## src/sv/ekr_pkg.sv

```systemverilog
`timescale 1ns / 1ps
// ----------------------------------------------------------------------------
// ekr_pkg
// Shared widths, action codes and command type of the exact-length walk
// reachability block.
// ----------------------------------------------------------------------------
package ekr_pkg;

	localparam int VERTICES_DEF = 16;
	localparam int MAX_WALK_DEF = 1023;

	localparam int ACTION_W   = 2;
	localparam int VIDX_W     = 4;
	localparam int LEN_W      = 10;
	localparam int VCOUNT_W   = 5;
	localparam int VCMP_W     = 7;
	localparam int WALK_CMP_W = 17;

	localparam logic [VCOUNT_W-1:0] VCOUNT_RESET = VCOUNT_W'(16);

	localparam logic [ACTION_W-1:0] ACT_CLEAR = 2'd0;
	localparam logic [ACTION_W-1:0] ACT_ADD   = 2'd1;
	localparam logic [ACTION_W-1:0] ACT_QUERY = 2'd2;

	typedef struct packed {
		logic              clear;
		logic              add;
		logic [VIDX_W-1:0] row;
		logic [VIDX_W-1:0] col;
	} adj_cmd_t;

endpackage

```

## src/sv/ekr_ifs.sv

```systemverilog
`timescale 1ns / 1ps
// ----------------------------------------------------------------------------
// ekr_ifs
// Valid/ready channels for request items, result items and the vertex count
// register write.
// ----------------------------------------------------------------------------
interface ekr_req_if;
	import ekr_pkg::*;
	logic                valid;
	logic                ready;
	logic [ACTION_W-1:0] action;
	logic [VIDX_W-1:0]   src_vertex;
	logic [VIDX_W-1:0]   dst_vertex;
	logic [LEN_W-1:0]    walk_length;

	modport source (output valid, action, src_vertex, dst_vertex, walk_length, input ready);
	modport sink (input valid, action, src_vertex, dst_vertex, walk_length, output ready);
endinterface

interface ekr_rsp_if;
	logic valid;
	logic ready;
	logic reachable;
	logic rejected;

	modport source (output valid, reachable, rejected, input ready);
	modport sink (input valid, reachable, rejected, output ready);
endinterface

interface ekr_cfg_if;
	import ekr_pkg::*;
	logic                valid;
	logic                ready;
	logic [VCOUNT_W-1:0] data;

	modport source (output valid, data, input ready);
	modport sink (input valid, data, output ready);
endinterface

```

## src/sv/ekr_step_unit.sv

```systemverilog
`timescale 1ns / 1ps
// ----------------------------------------------------------------------------
// ekr_step_unit
// Adjacency matrix storage and the shared vector-matrix step: the next
// vector is the OR of the rows of all vertices set in the current vector, masked to the active vertices.
// ----------------------------------------------------------------------------
module ekr_step_unit
	import ekr_pkg::*;
#(
	parameter int VERTICES = VERTICES_DEF
) (
	input  logic                clk,
	input  logic                arst_n,
	input  adj_cmd_t            cmd,
	input  logic [VERTICES-1:0] vec,
	input  logic [VERTICES-1:0] act,
	output logic [VERTICES-1:0] vec_next
);

	logic [VERTICES-1:0] adj_q [VERTICES];
	logic [VERTICES-1:0] col_onehot;
	logic [VERTICES-1:0] acc;

	always_comb begin
		for (int i = 0; i < VERTICES; i++) begin
			col_onehot[i] = (VCMP_W'(i) == VCMP_W'(cmd.col));
		end
	end

	always_comb begin
		acc = '0;
		for (int i = 0; i < VERTICES; i++) begin
			if (vec[i]) begin
				acc = acc | adj_q[i];
			end
		end
		vec_next = acc & act;
	end

	always_ff @(posedge clk or negedge arst_n) begin
		if (!arst_n) begin
			for (int r = 0; r < VERTICES; r++) begin
				adj_q[r] <= '0;
			end
		end else if (cmd.clear) begin
			for (int r = 0; r < VERTICES; r++) begin
				adj_q[r] <= '0;
			end
		end else if (cmd.add) begin
			for (int r = 0; r < VERTICES; r++) begin
				if (VCMP_W'(r) == VCMP_W'(cmd.row)) begin
					adj_q[r] <= adj_q[r] | col_onehot;
				end
			end
		end
	end

endmodule

```

## src/sv/ekr_ctrl.sv

```systemverilog
`timescale 1ns / 1ps
// ----------------------------------------------------------------------------
// ekr_ctrl
// Request decode, vertex count register, walk sequencer and result register.
// ----------------------------------------------------------------------------
module ekr_ctrl
	import ekr_pkg::*;
#(
	parameter int VERTICES = VERTICES_DEF,
	parameter int MAX_WALK = MAX_WALK_DEF
) (
	input  logic                clk,
	input  logic                arst_n,
	ekr_req_if.sink             req,
	ekr_rsp_if.source           rsp,
	ekr_cfg_if.sink             cfg,
	output adj_cmd_t            cmd,
	output logic [VERTICES-1:0] vec,
	output logic [VERTICES-1:0] act,
	input  logic [VERTICES-1:0] vec_next
);

	typedef enum logic [2:0] {
		ST_IDLE = 3'b001,
		ST_RUN  = 3'b010,
		ST_EMIT = 3'b100
	} state_t;

	state_t              state_q;
	logic [VCOUNT_W-1:0] vcount_q;
	logic [VERTICES-1:0] vec_q;
	logic [LEN_W-1:0]    cnt_q;
	logic [VIDX_W-1:0]   dst_q;
	logic                rej_q;
	logic                out_valid_q;
	logic                reachable_q;
	logic                rejected_q;

	logic [VCMP_W-1:0]   n_eff;
	logic                fire;
	logic                emit_go;
	logic                src_ok;
	logic                dst_ok;
	logic                len_ok;
	logic [VERTICES-1:0] src_onehot;
	logic [VERTICES-1:0] dst_onehot;

	assign n_eff = (VCMP_W'(vcount_q) > VCMP_W'(VERTICES)) ? VCMP_W'(VERTICES)
		: VCMP_W'(vcount_q);

	always_comb begin
		for (int i = 0; i < VERTICES; i++) begin
			act[i]        = (VCMP_W'(i) < n_eff);
			src_onehot[i] = (VCMP_W'(i) == VCMP_W'(req.src_vertex));
			dst_onehot[i] = (VCMP_W'(i) == VCMP_W'(dst_q));
		end
	end

	assign req.ready = (state_q == ST_IDLE);
	assign fire      = req.valid && req.ready;
	assign emit_go   = (state_q == ST_EMIT) && (!out_valid_q || rsp.ready);
	assign src_ok    = VCMP_W'(req.src_vertex) < n_eff;
	assign dst_ok    = VCMP_W'(req.dst_vertex) < n_eff;
	assign len_ok    = (req.walk_length != '0)
		&& (WALK_CMP_W'(req.walk_length) <= WALK_CMP_W'(MAX_WALK));

	assign cmd.clear = fire && (req.action == ACT_CLEAR);
	assign cmd.add   = fire && (req.action == ACT_ADD) && src_ok && dst_ok;
	assign cmd.row   = req.src_vertex;
	assign cmd.col   = req.dst_vertex;

	assign vec = vec_q;

	assign cfg.ready     = 1'b1;
	assign rsp.valid     = out_valid_q;
	assign rsp.reachable = reachable_q;
	assign rsp.rejected  = rejected_q;

	always_ff @(posedge clk or negedge arst_n) begin
		if (!arst_n) begin
			state_q     <= ST_IDLE;
			vcount_q    <= VCOUNT_RESET;
			vec_q       <= '0;
			cnt_q       <= '0;
			dst_q       <= '0;
			rej_q       <= 1'b0;
			out_valid_q <= 1'b0;
			reachable_q <= 1'b0;
			rejected_q  <= 1'b0;
		end else begin
			if (cfg.valid) begin
				vcount_q <= cfg.data;
			end
			if (emit_go) begin
				out_valid_q <= 1'b1;
			end else if (rsp.ready) begin
				out_valid_q <= 1'b0;
			end
			unique case (state_q)
				ST_IDLE: begin
					if (fire && (req.action == ACT_QUERY)) begin
						dst_q <= req.dst_vertex;
						if (src_ok && dst_ok && len_ok) begin
							rej_q   <= 1'b0;
							vec_q   <= src_onehot;
							cnt_q   <= req.walk_length;
							state_q <= ST_RUN;
						end else begin
							rej_q   <= 1'b1;
							state_q <= ST_EMIT;
						end
					end
				end
				ST_RUN: begin
					vec_q <= vec_next;
					cnt_q <= cnt_q - LEN_W'(1);
					if (cnt_q == LEN_W'(1)) begin
						state_q <= ST_EMIT;
					end
				end
				ST_EMIT: begin
					if (emit_go) begin
						reachable_q <= !rej_q && |(vec_q & dst_onehot);
						rejected_q  <= rej_q;
						state_q     <= ST_IDLE;
					end
				end
				default: begin
					state_q <= ST_IDLE;
				end
			endcase
		end
	end

	a_run_count_nonzero: assert property (@(posedge clk) disable iff (!arst_n)
		state_q == ST_RUN |-> cnt_q != '0)
		else $error("walk sequencer running with no moves left");

	a_query_leaves_idle: assert property (@(posedge clk) disable iff (!arst_n)
		fire && (req.action == ACT_QUERY) |=> state_q != ST_IDLE)
		else $error("accepted query did not start");

	a_rejected_not_reachable: assert property (@(posedge clk) disable iff (!arst_n)
		out_valid_q && rejected_q |-> !reachable_q)
		else $error("rejected result marked reachable");

	a_vector_active_only: assert property (@(posedge clk) disable iff (!arst_n)
		state_q == ST_RUN |-> (vec_q & ~act) == '0)
		else $error("walk vector holds an inactive vertex");

endmodule

```

## src/sv/exact_k_step_reachability_top.sv

```systemverilog
`timescale 1ns / 1ps
// ----------------------------------------------------------------------------
// exact_k_step_reachability_top
// Exact-length walk reachability over a boolean adjacency matrix.
// ----------------------------------------------------------------------------
// Clear and add-edge beats are taken in the idle state and leave it idle. A
// query beat runs walk_length moves in the step loop, where one shared
// vector-matrix step unit advances the reach vector by one move per cycle,
// then posts its result from the emit state and returns to idle; the emit
// state waits while an earlier result still sits in the output register.
// A refused query skips the step loop and goes straight to the emit state.
// The request channel is not ready while a query walks; a posted result
// waits in the output register while clear and add beats keep being taken.
// ----------------------------------------------------------------------------
module exact_k_step_reachability_top
	import ekr_pkg::*;
#(
	parameter int VERTICES = VERTICES_DEF,
	parameter int MAX_WALK = MAX_WALK_DEF
) (
	input  logic      clk,
	input  logic      arst_n,
	ekr_req_if.sink   req,
	ekr_rsp_if.source rsp,
	ekr_cfg_if.sink   cfg
);

	adj_cmd_t            cmd;
	logic [VERTICES-1:0] vec;
	logic [VERTICES-1:0] act;
	logic [VERTICES-1:0] vec_next;

	ekr_ctrl #(
		.VERTICES (VERTICES),
		.MAX_WALK (MAX_WALK)
	) u_ctrl (
		.clk      (clk),
		.arst_n   (arst_n),
		.req      (req),
		.rsp      (rsp),
		.cfg      (cfg),
		.cmd      (cmd),
		.vec      (vec),
		.act      (act),
		.vec_next (vec_next)
	);

	ekr_step_unit #(
		.VERTICES (VERTICES)
	) u_step (
		.clk      (clk),
		.arst_n   (arst_n),
		.cmd      (cmd),
		.vec      (vec),
		.act      (act),
		.vec_next (vec_next)
	);

endmodule

```

## src/flat_wrapper.sv

```systemverilog
// flat-port wrapper written by rule: the top's interface ports become plain ports
module exact_k_step_reachability_top_flat import ekr_pkg::*;
#(
	parameter int VERTICES = VERTICES_DEF,
	parameter int MAX_WALK = MAX_WALK_DEF
)
  (clk, arst_n, req_valid, req_action, req_src_vertex, req_dst_vertex, req_walk_length, req_ready, rsp_valid, rsp_reachable, rsp_rejected, rsp_ready, cfg_valid, cfg_data, cfg_ready);
  ekr_req_if req_i ();
  ekr_rsp_if rsp_i ();
  ekr_cfg_if cfg_i ();
  input  logic clk;
  input  logic arst_n;
  input wire logic [$bits(req_i.valid)-1:0] req_valid;
  input wire logic [$bits(req_i.action)-1:0] req_action;
  input wire logic [$bits(req_i.src_vertex)-1:0] req_src_vertex;
  input wire logic [$bits(req_i.dst_vertex)-1:0] req_dst_vertex;
  input wire logic [$bits(req_i.walk_length)-1:0] req_walk_length;
  output wire logic [$bits(req_i.ready)-1:0] req_ready;
  output wire logic [$bits(rsp_i.valid)-1:0] rsp_valid;
  output wire logic [$bits(rsp_i.reachable)-1:0] rsp_reachable;
  output wire logic [$bits(rsp_i.rejected)-1:0] rsp_rejected;
  input wire logic [$bits(rsp_i.ready)-1:0] rsp_ready;
  input wire logic [$bits(cfg_i.valid)-1:0] cfg_valid;
  input wire logic [$bits(cfg_i.data)-1:0] cfg_data;
  output wire logic [$bits(cfg_i.ready)-1:0] cfg_ready;
  assign req_i.valid = req_valid;
  assign req_i.action = req_action;
  assign req_i.src_vertex = req_src_vertex;
  assign req_i.dst_vertex = req_dst_vertex;
  assign req_i.walk_length = req_walk_length;
  assign req_ready = req_i.ready;
  assign rsp_valid = rsp_i.valid;
  assign rsp_reachable = rsp_i.reachable;
  assign rsp_rejected = rsp_i.rejected;
  assign rsp_i.ready = rsp_ready;
  assign cfg_i.valid = cfg_valid;
  assign cfg_i.data = cfg_data;
  assign cfg_ready = cfg_i.ready;
  exact_k_step_reachability_top #(.VERTICES(VERTICES), .MAX_WALK(MAX_WALK)) u_core (.clk(clk), .arst_n(arst_n), .req(req_i), .rsp(rsp_i), .cfg(cfg_i));
endmodule
```

## config.mk

```make
export PLATFORM = sky130hd
export DESIGN_NAME = exact_k_step_reachability_top_flat
export DESIGN_NICKNAME = d
export VERILOG_FILES = /design/src/sv/ekr_pkg.sv /design/src/sv/ekr_ifs.sv /design/src/sv/ekr_step_unit.sv /design/src/sv/ekr_ctrl.sv /design/src/sv/exact_k_step_reachability_top.sv /design/src/flat_wrapper.sv
export SDC_FILE = /design/constraint.sdc
export NUM_CORES = 1
export LEC_CHECK = 0
export ABC_AREA = 1
export BUFFER_PORTS_ARGS = -buffer_cell sky130_fd_sc_hd__buf_2
export CELL_PAD_IN_SITES_DETAIL_PLACEMENT = 0
export CELL_PAD_IN_SITES_GLOBAL_PLACEMENT = 1
export CORE_MARGIN = 2
export CORE_UTILIZATION = 47
export DETAILED_ROUTE_END_ITERATION = 7
export PLACE_DENSITY_LB_ADDON = 0.1
export SYNTH_ARGS = -nofsm -noshare
export SYNTH_HDL_FRONTEND = slang
export SYNTH_HIERARCHICAL = 1
export SYNTH_SLANG_ARGS = --single-unit
```

## constraint.sdc

```tcl
create_clock -name clk -period 2.7 [get_ports clk]
set_input_delay 0.405 -clock clk [delete_from_list [all_inputs] [get_ports clk]]
set_output_delay 0.405 -clock clk [all_outputs]
set_load 0.01 [all_outputs]
```

# ---- Word-level counts from Yosys, hierarchy flattened
# Index checks and enable logic that the tools add are counted.
dict set report op_classes {
  add_sub_neg 1
  multipliers 0
  n_div 0
  n_lt_le_gt_ge 19
  eq_ne 55
  n_shift 0
  mux 49
  bitwise 33
  reduce_logical 58
}
# cell count
set op_table {}
lappend op_table {{$mux W16} 34}
lappend op_table {{$mux W256} 2}
lappend op_table {{$or A16 B16 Y16} 31}
lappend op_table {{$eq A4 B4 Y1 const A} 24}
lappend op_table {{$eq A3 B4 Y1 const A} 12}
lappend op_table {{$lt A4 B5 Y1 const A} 8}
lappend op_table {{$reduce_bool A2 Y1} 19}
lappend op_table {{$reduce_and A2 Y1} 18}
lappend op_table {{$and A16 B16 Y16} 2}
lappend op_table {{$pmux W16 S2} 1}
lappend op_table {{$eq A2 B4 Y1 const A} 6}
lappend op_table {{$lt A3 B5 Y1 const A} 4}
lappend op_table {{$mux W10} 2}
lappend op_table {{$pmux W10 S2} 1}
lappend op_table {{$reduce_or A16 Y1} 1}
lappend op_table {{$eq A1 B4 Y1 const A} 3}
lappend op_table {{$logic_not A4 Y1} 3}
lappend op_table {{$mux W3} 4}
lappend op_table {{$eq A10 B1 Y1 const B} 1}
lappend op_table {{$logic_and A1 B1 Y1} 10}
lappend op_table {{$lt A1 B5 Y1 const A} 2}
lappend op_table {{$lt A2 B5 Y1 const A} 2}
lappend op_table {{$lt A4 B5 Y1} 2}
lappend op_table {{$reduce_bool A10 Y1} 1}
lappend op_table {{other kinds (16)} 22}
dict set report word_totals {
  ff_bits 298
  latch_bits 0
  mem_bits_rw 0
  mem_bits_ro 0
  in_bits 30
  out_inout_bits 5
  word_cells 240
  memories 0
}

# ---- Longest topological paths before layout
dict set report depth {
  word_depth 33
  mapped_depth 17
  ltp_nobuf 16
}

# ---- Modules after synthesis
# The synthesis kept the hierarchy.
# mod n_inst cells_each area_each_um2 seq_area_each_um2
set modules_own_cells {}
lappend modules_own_cells {ekr_step_unit 1 1448 11305.8 6406.1}
lappend modules_own_cells {ekr_ctrl 1 422 3004.1 1053.5}

# ---- Worst setup path before layout
# OpenSTA, ideal clock, no wires.
dict set report synth_timing {
  path_kind {register to register}
  from {reg u_core.u_ctrl.vcount_q[2]}
  to {reg u_core/u_step/adj_q[111] (netlist bit)}
  setup_time_ns 0.078
  arrival_ns 2.382
  t_required_ns 2.622
  setup_slack_ns 0.241
  stages_incl_launch_ff 18
  n_path_buf 1
  period_less_slack_ns 2.459
  path_cell_list {dfrtp_1 > nor2_2 > nand3_1 > nand2_1 > nand2_1 > ha_1 > nand2_1 > nand2_1 > a21oi_1 > nand2_1 > nand2_1 > nand2_1 > nor2_1 > nand3_1 > nor2_1 > buf_4 > nand2_1 > a21oi_1}
}
# item line
set synth_rtl {}
lappend synth_rtl {{from (decl)} ekr_ctrl.sv:30} ;# logic [VCOUNT_W-1:0] vcount_q;
lappend synth_rtl {{from (signal assigned)} ekr_ctrl.sv:92} ;# vcount_q <= cfg.data;
lappend synth_rtl {{to (signal, indexed assignment)} ekr_step_unit.sv:52} ;# adj_q[r] <= adj_q[r] | col_onehot;
lappend synth_rtl {{to (decl)} ekr_step_unit.sv:20} ;# logic [VERTICES-1:0] adj_q [VERTICES];

==> qor.txt <==
Pre-Repair DR Iteration Count: 5
Synth Flop Type: dfrtp_1
Mapped Cells: 1870
CP max stage cell: dfrtp_1
Period Utilization, post-route: 93.9%
Crit path buf inv count: 2
Crit Path Max Fanout: 12
Max cap viols: 0
Min-delay src: cfg_data[0]
Worst-path clk slew: 60 ps
Mapped Area: 14300 um^2
Actual slew at the worst max-slew pin: 1140 ps
Max-slew violations: 0
Detailed Place HPWL: 28400 um
PortBufs: 33
RSZ-0062 raised after global routing: false
N_diodes: 0
Clk pwr share: 38.9%
Leakage: 8.97 nW
CTS tree: built
Net Sw Frac: 32.2%
R2R setup slack: 170 ps
Initial DRC Count: 1172
P_int: 0.00833 W
Clk_lat worst skew: 510 ps
Die area: 31900 um^2
Cell mode on critical path: nand2_2
# fillers: 2893
Reg2reg start: u_core/u_ctrl/vcount_q[2]
Startpoint type of the worst setup path: flop
Via count: 12400
Skew final: 9.42 ps
Starting density of the core: 48.0%
Hold Path Depth: 3
Final Wtd Congestion: 0.877
WP data required: 3130 ps
Hold Crit Endpoint: u_core/u_ctrl/vcount_q[0]
Async SR Flop Fraction: 100%
Most common cell after layout, fill and taps aside: nand2_1
Largest net degree at the start of global routing: 96
Syn_area_per_cell: 7.65 um^2
CTS sink count: 298
Synthesized flop and latch total: 298
CTS H-Tree Depth: 2
Post-Syn Nets: 1908
Number of global-route vias before repair: 12000
CP delay by family, top: simple AND/OR/NAND/NOR gates
Unique cell type count in the Yosys netlist: 40
Critical path capture point type: flop
Rel. slew slack: 23.5%
Core area: 29800 um^2
Final setup fails: 0
Initial antenna violation count: 0
Outcome: finished, final reports clean
Antenna-violating nets left: 0
First-pass GRT wire length: 69100 um
R2R Path End: u_core/u_step/adj_q[11]
Overall routing resource usage: 28.4%
Area growth from synthesis to layout: 15.6%
Post-synthesis sequential area ratio: 52.1%
Share of power burned in combinational logic: 16.2%
DIE WIDTH: 178 um
CTS max path bufs: 3
Tmin final: 2530 ps
Fraction of layout cells with a size suffix above 1: 12.2%
HP Class: primary input to flop
Power Dens Cells: 743 nW/um^2
Reg2Reg Depth: 18
Crit-path max cell delay: 390 ps
P_sw: 0.00396 W
Die height: 178 um
Fmax: 394 MHz
Total gr overflow: 0
Arrival @ worst endpoint: 2960 ps
Final hold vios: 0
Cts bufs inserted: 35
Setup TNS: 0 ps
Routed wire length: 44000 um
Class of the most critical setup path: flop to flop
DR vias/cell: 5.36
EDFF count, synth: 0
Sequential Power Share: 44.9%
Final Net Count: 1940
Cell row count: 63
Final core occ: 55.5%
Pre-CTS WS: 63.3 ps
Ys Warns: 6
Commonest non-fill, non-tap cells in the layout: nand2_1, nor2_1, dfrtp_1
PnR worst setup slack: 165 ps
# IOs: 35
Crit path cell chain: nor2_2, nand3_1, nand2_2, nand2_4, ha_4, nand2_2, nand2_2, a21oi_2, nand2_1, nand2_2, nand2_2, nor2_2, buf_6, nand3_4, nor2_4, buf_12, a21oi_1, nor2_1
Avg WL per Cell: 19.0 um
CTS root buf: clkbuf_16
Maximum vdd drop: 0.509 mV
DR DRC count: 0
[synth_stat cells, types with 16 or more instances]
cell | n | area (um^2)
buf_2 | 36 | 180
o21ai_0 | 19 | 95.1
nor2_1 | 415 | 1560
inv_1 | 72 | 270
nand2_1 | 563 | 2110
clkbuf_1 | 46 | 173
dfrtp_1 | 296 | 7410
a21oi_1 | 264 | 1320
nand3_1 | 44 | 220
buf_4 | 26 | 195
nand2_2 | 22 | 138
o31ai_1 | 16 | 120
[layout make-up]
type | instances | area, um^2 | area share [%]
inverter | 76 | 288 | 1.74
tap | 390 | 488 | 2.95
clock buffer | 54 | 1080 | 6.53
timing repair buffer | 109 | 1000 | 6.04
clock inverter | 8 | 92.6 | 0.560
multi-input combinational | 1382 | 6140 | 37.1
sequential | 298 | 7460 | 45.1
[per-stage QoR]
stage / hold slack [ps] / instance area [um^2] / total power (W) / cells
final: 116 / 16500 / 0.0123 / 2317
after detailed placement: 401 / 15100 / 0.00754 / 2253
after floorplan: 109 / 14300 / 0.00667 / 1870
after CTS: 104 / 16300 / 0.0123 / 2316
after global placement: 402 / 15100 / 0.00750 / 2253
after global routing: 124 / 16500 / 0.0128 / 2317
[power groups by stage]
stage                     Sequential [W]  Combinational, W  Clock [W]
after floorplan                  0.00501           0.00166          0
after global placement           0.00558           0.00192          0
after detailed placement         0.00558           0.00195          0
after CTS                        0.00551           0.00196    0.00488
after global routing             0.00555           0.00222    0.00508
final                            0.00552           0.00199    0.00478
[cells by family (layout without fill, tap and decap cells)]
| group | count (synthesis) | count (layout) | share of synthesized area, % |
|---|---|---|---|
| multiplexers | 1 | 1 | 0.0787 |
| XOR/XNOR | 3 | 3 | 0.184 |
| AO/OA/AOI/OAI | 306 | 306 | 11.2 |
| flip-flops | 298 | 298 | 52.1 |
| AND/OR/NAND/NOR | 1063 | 1063 | 29.3 |
| adder cells (fa/ha/maj) | 8 | 8 | 0.700 |
| other | 1 | 1 | 0.0262 |
| buffers and inverters | 190 | 247 | 6.38 |
[worst reg2reg max path, delay by kind of cell, from the launching register on]
family	cells	cell delay, ps
buffers and inverters	2	340
AND/OR/NAND/NOR	13	1320
AO/OA/AOI/OAI	2	190
adder cells (fa/ha/maj)	1	220
flip-flops	1	390
[worst max path at each step]
stage	from	end	slack (ps)	cells after the start
global placement	u_core/u_ctrl/vcount_q[1]	u_core/u_step/adj_q[9]	120	18
global route	u_core/u_ctrl/vcount_q[2]	u_core/u_step/adj_q[12]	2	18
CTS	u_core/u_ctrl/vcount_q[3]	u_core/u_step/adj_q[11]	40	18
detailed placement	u_core/u_ctrl/vcount_q[3]	u_core/u_step/adj_q[11]	60	18
floorplan	u_core/u_ctrl/vcount_q[2]	u_core/u_step/adj_q[111]	240	17
finish	u_core/u_ctrl/vcount_q[2]	u_core/u_step/adj_q[11]	170	18
[metal layers]
layer	GRT usage, %	vias to the layer above	part of all wire (%)
met4	7.93	0	2.8
li1	-	5958	-
met3	3.67	61	5.6
met5	0	-	0
met2	45.2	331	46
met1	40.9	6063	45
[timing repair]
action | in CTS | in global routing
hold endpoints to repair | 56 | 0
hold buffers | 1 | 0
setup buffers | 0 | 1
resized for setup | 0 | 59
endpoints found under the setup margin | 0 | 256
[registers in the layout (all words and copies together) (netlist names)]
signal,cells
u_core/u_ctrl/rsp.rejected,1
u_core/u_ctrl/vec,16
u_core/u_ctrl/rsp.valid,1
u_core/u_step/adj_q,256
u_core/u_ctrl/dst_q,4
u_core/u_ctrl/vcount_q,5
u_core/u_ctrl/state_q,3
u_core/u_ctrl/rsp.reachable,1
u_core/u_ctrl/cnt_q,10
u_core/u_ctrl/rej_q,1
Power figures use the tool's default switching activity.
